**src/hdl/emagc_pkg.sv**
```systemverilog
package emagc_pkg;

  // Item modes carried on the input channel.
  localparam logic MODE_FRAME   = 1'b0;
  localparam logic MODE_UTT_END = 1'b1;

  // Reset value of the held estimate, 10.0 in Q7.8.
  localparam logic signed [15:0] START_RESET = 16'sd2560;

  // Saturation limits of a 16-bit Q7.8 result.
  localparam logic signed [15:0] SAT_MAX = 16'sh7fff;
  localparam logic signed [15:0] SAT_MIN = 16'sh8000;

  // Commands from the controller to the datapath.
  typedef struct packed {
    logic capture;   // take the input word into the item registers
    logic frame;     // frame item: peak tracking and normalisation
    logic accum;     // utterance end with a peak: fold peak into history
    logic idle_end;  // utterance end without a peak: clear peak only
    logic div_init;  // load the divider with the history sum
    logic div_step;  // one restoring division step
    logic fix;       // write back the average and decay the history
    logic load_out;  // move the finished result into the output register
  } emagc_cmd_t;

  // Status from the datapath to the controller.
  typedef struct packed {
    logic item_mode;
    logic peak_seen;
    logic div_last;
  } emagc_sts_t;

endpackage

```
**src/hdl/emagc_ctrl.sv**
```systemverilog
module emagc_ctrl
  import emagc_pkg::*;
(
  input  logic       clk,
  input  logic       rst_n,
  input  logic       in_valid,
  output logic       in_stall,
  output logic       out_valid,
  input  logic       out_stall,
  input  emagc_sts_t sts,
  output emagc_cmd_t cmd
);

  typedef enum logic [2:0] {
    ST_IDLE,
    ST_EXEC,
    ST_DIV_INIT,
    ST_DIV,
    ST_FIX,
    ST_OUT
  } state_t;

  state_t state_r, state_nxt;
  logic   out_valid_r, out_valid_nxt;

  always_comb begin
    state_nxt = state_r;
    cmd       = '0;
    unique case (state_r)
      ST_IDLE: begin
        if (in_valid) begin
          cmd.capture = 1'b1;
          state_nxt   = ST_EXEC;
        end
      end
      ST_EXEC: begin
        if (sts.item_mode == MODE_FRAME) begin
          cmd.frame = 1'b1;
          state_nxt = ST_OUT;
        end else if (sts.peak_seen) begin
          cmd.accum = 1'b1;
          state_nxt = ST_DIV_INIT;
        end else begin
          cmd.idle_end = 1'b1;
          state_nxt    = ST_OUT;
        end
      end
      ST_DIV_INIT: begin
        cmd.div_init = 1'b1;
        state_nxt    = ST_DIV;
      end
      ST_DIV: begin
        cmd.div_step = 1'b1;
        if (sts.div_last) begin
          state_nxt = ST_FIX;
        end
      end
      ST_FIX: begin
        cmd.fix   = 1'b1;
        state_nxt = ST_OUT;
      end
      ST_OUT: begin
        if (!out_valid_r || !out_stall) begin
          cmd.load_out = 1'b1;
          state_nxt    = ST_IDLE;
        end
      end
      default: begin
        state_nxt = ST_IDLE;
      end
    endcase
  end

  always_comb begin
    if (cmd.load_out) begin
      out_valid_nxt = 1'b1;
    end else if (!out_stall) begin
      out_valid_nxt = 1'b0;
    end else begin
      out_valid_nxt = out_valid_r;
    end
  end

  always_ff @(posedge clk) begin
    if (!rst_n) begin
      state_r     <= ST_IDLE;
      out_valid_r <= 1'b0;
    end else begin
      state_r     <= state_nxt;
      out_valid_r <= out_valid_nxt;
    end
  end

  assign in_stall  = (state_r != ST_IDLE);
  assign out_valid = out_valid_r;

  // An accepted word keeps the input stalled while it is worked on.
  a_accept_stalls: assert property (@(posedge clk) disable iff (!rst_n)
    (in_valid && !in_stall) |=> in_stall)
    else $error("input not stalled after accepting a word");

  // A new result never overwrites one that is still waiting.
  a_no_overwrite: assert property (@(posedge clk) disable iff (!rst_n)
    cmd.load_out |-> !(out_valid_r && out_stall))
    else $error("output register overwritten while stalled");

  // The divider only runs for an utterance-end word.
  a_div_mode: assert property (@(posedge clk) disable iff (!rst_n)
    (state_r == ST_DIV) |-> (sts.item_mode == MODE_UTT_END))
    else $error("divider running for a frame word");

endmodule

```
**src/hdl/emagc_dp.sv**
```systemverilog
module emagc_dp
  import emagc_pkg::*;
#(
  parameter int HISTORY_LIMIT = 8
)
(
  input  logic               clk,
  input  logic               rst_n,
  input  emagc_cmd_t         cmd,
  output emagc_sts_t         sts,
  input  logic               in_mode,
  input  logic signed [15:0] in_c0_value,
  input  logic               cfg_we,
  input  logic signed [15:0] cfg_start_estimate,
  output logic signed [15:0] out_normalized_c0,
  output logic signed [15:0] out_current_estimate
);

  localparam int SW     = 16 + $clog2(HISTORY_LIMIT);
  localparam int CW     = $clog2(HISTORY_LIMIT + 1);
  localparam int STEP_W = $clog2(SW);
  localparam logic [CW-1:0] CNT_LIMIT = CW'(HISTORY_LIMIT);
  localparam logic [CW-1:0] CNT_DECAY = CW'(HISTORY_LIMIT / 2);
  localparam logic signed [SW:0] Q_MAX = (SW + 1)'(32767);
  localparam logic signed [SW:0] Q_MIN = -(SW + 1)'(32768);

  // History and estimate state.
  logic signed [15:0]   held_r;
  logic signed [15:0]   peak_r;
  logic                 peak_seen_r;
  logic signed [SW-1:0] sum_r;
  logic [CW-1:0]        cnt_r;

  // Item, divider and result registers.
  logic                 mode_r;
  logic signed [15:0]   c0_r;
  logic [CW-1:0]        rem_r;
  logic [SW-1:0]        quo_r;
  logic [STEP_W-1:0]    step_r;
  logic                 neg_r;
  logic signed [15:0]   norm_r;
  logic signed [15:0]   out_norm_r;
  logic signed [15:0]   out_est_r;

  logic signed [16:0]   diff;
  logic signed [15:0]   diff_sat;
  logic [CW+1:0]        trial;
  logic [CW+1:0]        trial_sub;
  logic                 q_bit;
  logic signed [SW:0]   q_signed;
  logic signed [15:0]   q_sat;

  // Frame normalisation with saturation.
  always_comb begin
    diff = 17'(c0_r) - 17'(held_r);
    if (diff[16] != diff[15]) begin
      diff_sat = diff[16] ? SAT_MIN : SAT_MAX;
    end else begin
      diff_sat = diff[15:0];
    end
  end

  // One restoring step on the magnitude of the sum.
  always_comb begin
    trial     = {1'b0, rem_r, quo_r[SW-1]};
    trial_sub = trial - {2'b00, cnt_r};
    q_bit     = !trial_sub[CW+1];
  end

  // Signed quotient, truncated toward zero, clamped to 16 bits.
  always_comb begin
    q_signed = neg_r ? -$signed({1'b0, quo_r}) : $signed({1'b0, quo_r});
    if (q_signed > Q_MAX) begin
      q_sat = SAT_MAX;
    end else if (q_signed < Q_MIN) begin
      q_sat = SAT_MIN;
    end else begin
      q_sat = q_signed[15:0];
    end
  end

  always_ff @(posedge clk) begin
    if (!rst_n) begin
      held_r      <= START_RESET;
      peak_r      <= '0;
      peak_seen_r <= 1'b0;
      sum_r       <= '0;
      cnt_r       <= '0;
    end else begin
      if (cfg_we) begin
        held_r <= cfg_start_estimate;
      end
      if (cmd.frame) begin
        if (!peak_seen_r || (c0_r > peak_r)) begin
          peak_r      <= c0_r;
          peak_seen_r <= 1'b1;
        end
      end
      if (cmd.accum) begin
        sum_r <= sum_r + SW'(peak_r);
        cnt_r <= cnt_r + CW'(1);
      end
      if (cmd.accum || cmd.idle_end) begin
        peak_r      <= '0;
        peak_seen_r <= 1'b0;
      end
      if (cmd.fix) begin
        held_r <= q_sat;
        if (cnt_r >= CNT_LIMIT) begin
          sum_r <= sum_r >>> 1;
          cnt_r <= CNT_DECAY;
        end
      end
    end
  end

  always_ff @(posedge clk) begin
    if (cmd.capture) begin
      mode_r <= in_mode;
      c0_r   <= in_c0_value;
    end
    if (cmd.frame) begin
      norm_r <= diff_sat;
    end
    if (cmd.accum || cmd.idle_end) begin
      norm_r <= '0;
    end
    if (cmd.div_init) begin
      neg_r  <= sum_r[SW-1];
      quo_r  <= sum_r[SW-1] ? SW'(-sum_r) : SW'(sum_r);
      rem_r  <= '0;
      step_r <= STEP_W'(SW - 1);
    end
    if (cmd.div_step) begin
      rem_r  <= q_bit ? trial_sub[CW-1:0] : trial[CW-1:0];
      quo_r  <= {quo_r[SW-2:0], q_bit};
      step_r <= step_r - STEP_W'(1);
    end
    if (cmd.load_out) begin
      out_norm_r <= norm_r;
      out_est_r  <= held_r;
    end
  end

  assign sts.item_mode        = mode_r;
  assign sts.peak_seen        = peak_seen_r;
  assign sts.div_last         = (step_r == '0);
  assign out_normalized_c0    = out_norm_r;
  assign out_current_estimate = out_est_r;

  // Between words the count stays below the limit.
  a_count_range: assert property (@(posedge clk) disable iff (!rst_n)
    cmd.capture |-> (cnt_r < CNT_LIMIT))
    else $error("history count at or above the limit between words");

  // A frame always leaves a peak behind.
  a_frame_sets_peak: assert property (@(posedge clk) disable iff (!rst_n)
    cmd.frame |=> peak_seen_r)
    else $error("peak flag not set after a frame");

  // Folding the peak into the history clears it.
  a_accum_clears_peak: assert property (@(posedge clk) disable iff (!rst_n)
    cmd.accum |=> !peak_seen_r)
    else $error("peak flag still set after utterance end");

endmodule

```
**src/hdl/estimated_max_energy_agc.sv**
```systemverilog
// Frame word: captured, executed, then moved into the output register; the input stays
// stalled meanwhile. Utterance-end word with a peak: captured, folded into the history,
// divided by the restoring divider, which retires one quotient bit a cycle, written back
// and moved out. Utterance-end word without a peak: the same sequence as a frame word.
// Synchronous active-low reset: estimate 2560 (10.0), history and peak cleared, no word held.
module estimated_max_energy_agc
  import emagc_pkg::*;
#(
  parameter int HISTORY_LIMIT = 8
)
(
  input  logic               clk,
  input  logic               rst_n,
  // Input channel.
  input  logic               in_valid,
  output logic               in_stall,
  input  logic               in_mode,
  input  logic signed [15:0] in_c0_value,
  // Result channel.
  output logic               out_valid,
  input  logic               out_stall,
  output logic signed [15:0] out_normalized_c0,
  output logic signed [15:0] out_current_estimate,
  // Configuration channel: the start estimate register.
  input  logic               cfg_valid,
  output logic               cfg_ready,
  input  logic signed [15:0] cfg_start_estimate
);

  // The controller sequences each word through execute, the optional
  // division and the hand-over to the output register. The datapath holds
  // the estimate, the utterance peak, the history and the divider.
  emagc_cmd_t cmd;
  emagc_sts_t sts;

  // The start estimate is taken only while no word is in flight, and a
  // write loads the held estimate straight away.
  assign cfg_ready = !in_stall;

  emagc_ctrl u_ctrl (
    .clk       (clk),
    .rst_n     (rst_n),
    .in_valid  (in_valid),
    .in_stall  (in_stall),
    .out_valid (out_valid),
    .out_stall (out_stall),
    .sts       (sts),
    .cmd       (cmd)
  );

  // The output register parts the two sides: once a result has moved into
  // it the next input word is taken, even while that result is stalled.
  emagc_dp #(
    .HISTORY_LIMIT (HISTORY_LIMIT)
  ) u_dp (
    .clk                  (clk),
    .rst_n                (rst_n),
    .cmd                  (cmd),
    .sts                  (sts),
    .in_mode              (in_mode),
    .in_c0_value          (in_c0_value),
    .cfg_we               (cfg_valid && cfg_ready),
    .cfg_start_estimate   (cfg_start_estimate),
    .out_normalized_c0    (out_normalized_c0),
    .out_current_estimate (out_current_estimate)
  );

endmodule

```
**config.mk**
```make
export PLATFORM = sky130hd
export DESIGN_NAME = estimated_max_energy_agc
export DESIGN_NICKNAME = d
export VERILOG_FILES = /design/src/hdl/emagc_pkg.sv /design/src/hdl/emagc_ctrl.sv /design/src/hdl/emagc_dp.sv /design/src/hdl/estimated_max_energy_agc.sv
export SDC_FILE = /design/constraint.sdc
export NUM_CORES = 1
export LEC_CHECK = 0
export CORE_UTILIZATION = 30
export DETAILED_ROUTE_END_ITERATION = 6
export DONT_BUFFER_PORTS = 1
export SLEW_MARGIN = 20
export SYNTH_ARGS = -nofsm -noshare
export SYNTH_HDL_FRONTEND = slang
export SYNTH_SLANG_ARGS = --single-unit
```
**constraint.sdc**
```tcl
create_clock -name clk -period 5 [get_ports clk]
set_clock_uncertainty 0.2 [all_clocks]
set_input_delay 0.25 -clock clk [delete_from_list [all_inputs] [get_ports clk]]
set_output_delay 0.25 -clock clk [all_outputs]
set_load 0.02 [all_outputs]
```
# Word level (Yosys, flattened, before mapping)
# Cells that the tools add are included.
[op_classes]
add_sub_neg = 7
magnitude_cmp = 4
n_eq_ne = 11
mux = 41
bitwise = 1
reduce_logical = 17
[op_table]
columns = ["op", "n"]
rows = [
  ["19-bit 2-to-1 mux", 6],
  ["16-bit 2-to-1 mux", 6],
  ["4-bit 2-to-1 mux", 6],
  ["20-bit by 16-bit > comparator with 1-bit output, second input constant", 1],
  ["20-bit by 16-bit < comparator with 1-bit output, second input constant", 1],
  ["20-bit 2-to-1 mux", 1],
  ["19-bit negation with 20-bit output", 1],
  ["19-bit by 16-bit adder with 19-bit output", 1],
  ["19-bit negation", 1],
  ["3-bit 2-to-1 mux", 6],
  ["3-bit case mux with 6 select lines", 1],
  ["16-bit by 16-bit subtractor with 17-bit output", 1],
  ["16-bit > comparator", 1],
  ["1-bit 2-to-1 mux", 12],
  ["5-bit 2-to-1 mux", 2],
  ["3-bit by 2-bit equality test with 1-bit output, second input constant", 2],
  ["3-bit equality test, second input constant", 2],
  ["2-bit inequality test, second input constant", 3],
  ["5-bit by 4-bit subtractor with 6-bit output", 1],
  ["1-bit logical NOT", 5],
  ["5-bit logical NOT", 1],
  ["5-bit by 1-bit subtractor with 5-bit output, second input constant", 1],
  ["4-bit by 1-bit adder with 4-bit output, second input constant", 1],
  ["4-bit greater-or-equal comparator, second input constant", 1],
  ["13 further kinds", 17],
]
[totals]
register_bits = 154
in_bits = 38
output_inout_bits = 35
elab_cells = 98

# Depth between registers and ports, before layout
# Gate-level depths: netlist of the first run.
[depth]
word_depth = 6
ltp_mapped = 12
depth_no_buf = 11

# Modules after synthesis
# Synthesis of the first run repeated with hierarchy kept, for this count alone.
[hier_totals]
hier_cells = 977
area_unflattened_um2 = 9133.8
[modules_own_cells]
columns = ["module", "instances", "cells_each", "area_each_um2", "seq_area_each_um2"]
rows = [
  ["emagc_dp", 1, 935, 8803.4, 3783.6],
  ["emagc_ctrl", 1, 40, 320.3, 80.1],
  ["estimated_max_energy_agc", 1, 2, 10.0, 0.0],
]

# Worst setup path after synthesis of the first run
# OpenSTA, ideal clock, no wires.
[synth_path]
path_kind = "reg-to-reg"
startpoint = "register u_ctrl.state_r[1]"
endpoint = "register u_dp.rem_r[0], data pin"
setup_time_ns = 0.167
t_arrival_ns = 2.618
required_time_ns = 4.633
path_slack_ns = 2.014
stages_incl_launch_ff = 5
path_buffers = 1
period_less_slack_ns = 2.986
cell_sequence = "dfxtp_1 > nor2b_1 > nand2_1 > clkbuf_1 > a211oi_1"
[synth_between]
elab_chain_cells = 3
[synth_rtl]
columns = ["element", "line_no", "source"]
rows = [
  ["from (decl)", "emagc_ctrl.sv:23", "state_t state_r, state_nxt;"],
  ["from (signal assigned)", "emagc_ctrl.sv:89", "state_r <= state_nxt;"],
  ["3-bit by 2-bit equality test with 1-bit output", "emagc_ctrl.sv:29", "unique case (state_r)"],
  ["1-bit 2-to-1 mux", "emagc_ctrl.sv:29", ""],
  ["4-bit 2-to-1 mux", "emagc_dp.sv:134", "if (cmd.div_step) begin"],
  ["to (signal assigned)", "emagc_dp.sv:135", "rem_r <= q_bit ? trial_sub[CW-1:0] : trial[CW-1:0];"],
  ["to (decl)", "emagc_dp.sv:37", "logic [CW-1:0] rem_r;"],
]
# Every way passes these cells.
# A chain may end at the register's enable or synchronous reset.

# Worst setup path in the final report of the first run
[layout_path]
startpoint = "register u_dp.c0_r[0]"
endpoint = "register u_dp.norm_r[4]"
[layout_between]
elab_chain_cells = 3
elab_cells_between_ends = 4
classes_between = "1 x add/sub; 1 x eq/ne; 2 x mux"
[layout_rtl]
columns = ["element", "line_no", "source"]
rows = [
  ["from (decl)", "emagc_dp.sv:36", "logic signed [15:0] c0_r;"],
  ["from (signal assigned)", "emagc_dp.sv:120", "c0_r <= in_c0_value;"],
  ["16-bit by 16-bit subtractor with 17-bit output *", "emagc_dp.sv:55", "diff = 17'(c0_r) - 17'(held_r);"],
  ["16-bit 2-to-1 mux or 1-bit inequality test (tied branches)", "emagc_dp.sv:57, emagc_dp.sv:56", ""],
  ["16-bit 2-to-1 mux *", "emagc_dp.sv:56", "if (diff[16] != diff[15]) begin"],
  ["to (signal assigned)", "emagc_dp.sv:123", "norm_r <= diff_sat;"],
  ["to (decl)", "emagc_dp.sv:41", "logic signed [15:0] norm_r;"],
]
# Every way passes the cells marked *; elsewhere a longest branch is shown, timed or not.

==> results_dict.tcl, run 1 <==
set metrics [dict create \
    synth_area_um2 8677 \
    clk_latency_ns 0.44 \
    via_per_inst 5.133 \
    die_y_um 172.1 \
    r2r_cells 12 \
    gp_congestion 0.8672 \
    overflow 0 \
    ys_seq_area_frac 0.4453 \
    path_class "reg -> reg" \
    cts_buffers 17 \
    cp-end-kind "flop" \
    p_leak_uw 0.003868 \
    hp-start "out_stall" \
    synthFlopType "edfxtp_1" \
    synthCells 891 \
    cp.arrival_ns 3.34 \
    syn_area_per_cell_um2 9.739 \
    peakVddDrop_v 0.0002406 \
    grt.total_usage 0.1519 \
    drive_above_1_share 0.05466 \
    num_rows 61 \
    startpoint_type "flop" \
    timing.rr.start "u_dp.c0_r[0]$_DFFE_PP_" \
    hold_path_depth 4 \
    syn-num-nets 991 \
    cts.sinks 154 \
    ys_ff_latch 154 \
    postCtsSetupBuffers 0 \
    max_slew_margin 0.3634 \
    nets 1020 \
    setup_ws_ns 1.775 \
    fmax_mhz 310.1 \
    die_area_um2 29610 \
    antenna_found_initial 1 \
    grt_pass1_vias 6224 \
    register_area_um2 3864 \
    numPortBuffers 0 \
    yosysWarnings 0 \
    first_pass_iters 5 \
    final_max_slew_viol_count 0 \
    rsz0062_at_grt "false" \
    maxCapViolations 0 \
    critPathLaunch "u_dp.c0_r[0]$_DFFE_PP_" \
    synthDistinctLibCells 63 \
    num_vias 6735 \
    crit_fanout 11 \
    min_period_over_period 0.6450 \
    totalWireLength_mm 21.88 \
    cts_tree "built" \
    cts_max_level 4 \
    hpwl_mm 16.03 \
    clk_pin_slew_ns 0.08 \
    cellPowerDensity_nw_per_um2 352.1 \
    routedWlPerCell_um 16.68 \
    worstMarginPinSlew_ns 0.9548 \
    hp-class "in -> reg" \
    hold-path-endpoint "u_ctrl.state_r[2]$_SDFFE_PN0P_" \
    setup_viol 0 \
    grt_max_degree 38 \
    critical_path_required_ns 5.12 \
    drc 0 \
    drt_iter0_drc 490 \
    core_area_um2 28090 \
    fp.dieW_um 172.1 \
    reg2reg_setup_slack_ns 1.78 \
    utilization 0.3581 \
    dp_slack_ns 1.694 \
    finalHoldViolations 0 \
    ant_nets 0 \
    multi_input_area_um2 4479 \
    grt_pass1_wl_mm 34.47 \
    synth_edf_count 78 \
    initial_core_util 0.3089 \
    syn2layout_area_growth_pct 15.92 \
    setup_tns_ns 0 \
    r2r-end "u_dp.norm_r[4]$_SDFFE_PP0P_" \
    status "finished, final reports clean" \
    fillers 2858 \
    io_pins 73 \
    cts_buffer_depth 2 \
    hold_ws_ns 0.04768 \
    async_reset_ff_frac 0 \
    fin_crit_ns 3.225 \
    cts_root_buf "clkbuf_16" \
]
[registers in the layout, summed over array words and instances, names as in the netlist, 3 cells and up]
name / cells
u_dp.c0_r: 16
u_dp.quo_r: 19
u_dp.sum_r: 19
u_dp.rem_r: 4
u_dp.norm_r: 16
u_dp.peak_r: 16
u_ctrl.state_r: 3
u_dp.cnt_r: 4
u_dp.out_current_estimate: 16
u_dp.held_r: 16
u_dp.out_normalized_c0: 16
u_dp.step_r: 5
[stage by stage]
step / cells / total power [µW] / cell area, µm²
after floorplan: 891 / 2061 / 8677
after global placement: 1242 / 2215 / 9071
after detailed placement: 1242 / 2223 / 9071
after CTS: 1311 / 3560 / 10050
after global routing: 1312 / 3705 / 10060
final: 1312 / 3542 / 10060
[worst max path at each step]
stage               slack [ns]                          end
floorplan                 2.01  u_dp.rem_r[0]$_SDFFCE_PN0P_
global placement          1.70  u_dp.peak_r[7]$_SDFFE_PP0P_
detailed placement        1.69  u_dp.peak_r[6]$_SDFFE_PP0P_
CTS                       1.67  u_dp.peak_r[6]$_SDFFE_PP0P_
global route              1.49  u_dp.norm_r[4]$_SDFFE_PP0P_
finish                    1.78  u_dp.norm_r[4]$_SDFFE_PP0P_
[metal layers]
layer  wire, µm  vias up  track usage
met5          0        -            0
met4        266        0      0.03963
met3       1111       17      0.03548
met2       9698      181       0.2276
met1      10810     3208       0.2170
li1           -     3329            -
[critical path: stages (launching register included)]
cell	delay (ns)
edfxtp_1	0.39
inv_1	0.12
ha_1	0.20
fa_1	0.22
nor2b_1	0.07
o31a_1	0.28
o21ai_1	0.29
o22ai_1	0.22
o31a_1	0.31
mux2i_1	0.22
nor3_1	0.11
buf_4	0.21
a221o_1	0.27
[Yosys cell counts (all sizes together), types with 7 or more instances]
cell / n / area share
a31oi: 8 / 0.0058
nand4: 8 / 0.0058
mux2i: 21 / 0.024
o31ai: 8 / 0.0069
o211ai: 9 / 0.0078
a211oi: 7 / 0.0066
xnor2: 42 / 0.042
o221ai: 7 / 0.0071
nor2: 61 / 0.026
nor3: 11 / 0.0063
clkbuf: 28 / 0.012
a21oi: 49 / 0.029
nand2b: 9 / 0.0074
a21boi: 17 / 0.015
o21a: 15 / 0.013
a21o: 13 / 0.011
o22ai: 16 / 0.012
edfxtp: 78 / 0.27
o21ai: 72 / 0.042
dfxtp: 76 / 0.18
nand2: 83 / 0.036
a221o: 13 / 0.015
ha: 59 / 0.085
nor2b: 13 / 0.0094
inv: 56 / 0.024
o211a: 7 / 0.0081
xor2: 17 / 0.017
nand3: 9 / 0.0052
[area by class of cell]
type                            count  share of cell area
Antenna cell                        1           0.0002488
Clock buffer                       20             0.04764
Clock inverter                     12             0.01169
Inverter                           56             0.02090
Multi-Input combinational cell    647              0.4453
Sequential cell                   154              0.3841
Tap cell                          378             0.04702
Timing Repair Buffer               44             0.04304
[timing repair]
| item | in CTS | in global routing |
|---|---|---|
| hold buffers | 37 | 0 |
| resized for setup | 0 | 0 |
| hold endpoints to repair | 61 | 0 |
[cell usage in the layout, fill, tap and decap left out, drive strengths merged, types with 7 or more instances in the layout]
cell	count
o21a	15
ha	59
xnor2	42
nand3	9
o22ai	16
o211ai	9
o31ai	8
dfxtp	76
nor2	61
a211oi	7
nor2b	13
a21o	13
inv	65
xor2	17
buf	8
a221o	13
dlygate4sd3	36
nand2	83
o221ai	7
a21boi	17
nand4	8
nand2b	9
a31oi	8
nor3	11
mux2i	21
edfxtp	78
clkbuf	20
o211a	7
a21oi	49
o21ai	72
[cell families (layout without fill, tap and decap cells)]
family	count (synthesis)	in the layout	synth area share
AOI/OAI and AO/OA	268	268	0.2061
DFF	154	154	0.4453
xor gates and xnor gates	59	59	0.05955
and+or+nand+nor	237	237	0.1328
buffers and inverters	90	132	0.04009
adders and majority gates	62	62	0.09200
other	0	1	0
muxes	21	21	0.02422
[power by group]
group,internal [µW],total [µW],switching (µW)
combinational,275,619,343
clock,720,1300,584
sequential,1480,1620,135
total,2480,3540,1060
Power figures use the tool's default switching activity.
==> run 2, diff against run 1 <==
==> constraint.sdc (replaced) <==
create_clock -name clk -period 3.08 [get_ports clk]
set_clock_uncertainty 0.2 [all_clocks]
set_input_delay 0.154 -clock clk [delete_from_list [all_inputs] [get_ports clk]]
set_output_delay 0.154 -clock clk [all_outputs]
set_load 0.02 [all_outputs]
==> results_dict.tcl, run 2 (synthesized netlist as in run 1, its figures left out) <==
set metrics [dict create \
    totalWireLength_mm 22.06 \
    nets 1051 \
    rsz0062_at_grt "false" \
    timing.rr.start "u_dp.c0_r[1]$_DFFE_PP_" \
    peakVddDrop_v 0.0004263 \
    num_vias 6830 \
    cts_max_level 4 \
    core_area_um2 28090 \
    hold_path_depth 2 \
    syn2layout_area_growth_pct 19.21 \
    cts_buffer_depth 2 \
    gp_congestion 0.8967 \
    use_met1 0.2226 \
    met2_usage 0.2323 \
    die_area_um2 29610 \
    drive_above_1_share 0.09232 \
    grt_pass1_vias 6463 \
    via_per_inst 5.086 \
    fmax_mhz 338.5 \
    r2r_cells 10 \
    critical_path_required_ns 3.21 \
    crit_path_max_incr_delay_ns 0.48 \
    first_pass_iters 6 \
    antenna_found_initial 1 \
    cts_buffers 17 \
    hold_ws_ns 0.02246 \
    cellPowerDensity_nw_per_um2 567.4 \
    drc 0 \
    reg2reg_setup_slack_ns 0.13 \
    num_rows 61 \
    top_regs "u_dp.quo_r x19, u_dp.sum_r x19" \
    cts.sinks 154 \
    ant_nets 0 \
    switching_power_uw 1792 \
    utilization 0.3683 \
    cts_tree "built" \
    cp-end-kind "flop" \
    r2r-end "u_dp.norm_r[4]$_SDFFE_PP0P_" \
    min_period_over_period 0.9592 \
    fin_crit_ns 2.954 \
    final_common_cell "nand2_1" \
    p_clk_frac 0.372 \
    cts_root_buf "clkbuf_16" \
    internal_power_uw 4077 \
    cp_cell_sequence "ha_1, nor2b_1, o31a_1, o211ai_1, nand3b_1, o22ai_1, mux2i_2, nor3_1, buf_4, a221o_1" \
    busiest_layer "met2" \
    io_pins 73 \
    p_sw_frac 0.3053 \
    grtUsageMet3 0.02998 \
    status "finished, final reports clean" \
    routedWlPerCell_um 16.43 \
    initial_core_util 0.3089 \
    clk_latency_ns 0.44 \
    grt.total_usage 0.1551 \
    maxCapViolations 0 \
    fp.dieW_um 172.1 \
    p_leak_uw 0.004033 \
    hp-start "in_valid" \
    hp-class "in -> reg" \
    grt_max_degree 40 \
    layout_common_cells "nand2_1 (83), edfxtp_1 (78), dfxtp_1 (76)" \
    hpwl_mm 16.55 \
    startpoint_type "flop" \
    slowest_stage "edfxtp_1" \
    die_y_um 172.1 \
    grt_pass1_wl_mm 35.01 \
    numPortBuffers 0 \
    setup_tns_ns 0 \
    final_max_slew_viol_count 0 \
    seq_power_share 0.445 \
    path_class "reg -> reg" \
    combPwrFrac 0.183 \
    hold-path-endpoint "u_dp.c0_r[1]$_DFFE_PP_" \
    setup_viol 0 \
    overflow 0 \
    finalHoldViolations 0 \
    drt_iter0_drc 635 \
    clk_pin_slew_ns 0.07 \
    worstMarginPinSlew_ns 0.6761 \
    cp.arrival_ns 3.08 \
    crit_fanout 13 \
    max_slew_margin 0.5434 \
]
==> run 2: changes by cell type in the layout (fill, tap and decap cells not counted), sizes merged <==
cell         previous run  this run
buf                     8        36
bufinv                  0         1
clkbuf                 20        17
clkinv                  1         5
clkinvlp                2         0
dlygate4sd3            36        39
==> run 2: worst max-delay path by stage <==
stage                                    from                           to  slack, ns  cells after the start
2_1_floorplan  u_ctrl.state_r[1]$_SDFFE_PN0P_  u_dp.rem_r[0]$_SDFFCE_PN0P_       0.09                      4
3_3_place_gp           u_dp.c0_r[2]$_DFFE_PP_  u_dp.norm_r[5]$_SDFFE_PP0P_       0.15                      8
3_5_place_dp           u_dp.c0_r[0]$_DFFE_PP_  u_dp.norm_r[4]$_SDFFE_PP0P_       0.11                     10
4_1_cts                u_dp.c0_r[0]$_DFFE_PP_  u_dp.norm_r[4]$_SDFFE_PP0P_       0.08                     10
5_1_grt              u_dp.quo_r[10]$_DFFE_PP_  u_dp.held_r[3]$_SDFFE_PN0P_      0.006                      9
6_report               u_dp.c0_r[1]$_DFFE_PP_  u_dp.norm_r[4]$_SDFFE_PP0P_       0.13                     10
==> run 2: layout make-up <==
cell class / instances / area (µm²)
Fill cell: 2820 / 17740
Multi-Input combinational cell: 647 / 4499
Sequential cell: 154 / 3864
Timing Repair Buffer: 75 / 676.9
Tap cell: 378 / 473.0
Clock buffer: 17 / 425.4
Inverter: 56 / 210.2
Clock inverter: 15 / 192.7
Antenna cell: 1 / 2.502
==> run 2: what timing repair did <==
action / CTS / global route
hold buffers: 40 / 0
endpoints found under the hold margin: 77 / 0
setup endpoints to repair: 0 / 22
resized for setup: 0 / 12
setup buffers: 0 / 2
==> run 2: metal layers <==
layer / share of wire / routed length [µm] / vias up
met1: 0.51 / 11160 / 3260
li1: - / - / 3400
met2: 0.44 / 9740 / 150
met4: 0.014 / 310 / 0
met3: 0.038 / 847 / 20
met5: 0 / 0 / -
==> run 2: critical path: cells and delay by family, from the launching register on <==
| family | cells | cell delay (ns) |
|---|---|---|
| AO/OA/AOI/OAI | 4 | 1.00 |
| adder cells (fa/ha/maj) | 1 | 0.32 |
| buffers and inverters | 1 | 0.19 |
| flip-flops | 1 | 0.48 |
| multiplexers | 1 | 0.28 |
| AND/OR/NAND/NOR | 3 | 0.37 |
==> run 2: power groups by stage <==
stage	registers (µW)	logic (µW)	clock network, µW
final	2610	1080	2180
after global placement	2650	982	0
after CTS	2610	1050	2230
after global routing	2630	1200	2300
after floorplan	2570	772	0
after detailed placement	2650	991	0
==> run 2: metrics by stage <==
| step | setup WS (ns) | total power [µW] | area [µm²] | cells |
|---|---|---|---|---|
| 4_1_cts | 0.07715 | 5887 | 10290 | 1340 |
| 3_5_place_dp | 0.1071 | 3641 | 9266 | 1268 |
| 5_1_grt | 0.006244 | 6130 | 10340 | 1343 |
| 2_1_floorplan | 0.09436 | 3346 | 8677 | 891 |
| 3_3_place_gp | 0.1535 | 3633 | 9266 | 1268 |
| 6_report | 0.1256 | 5869 | 10340 | 1343 |
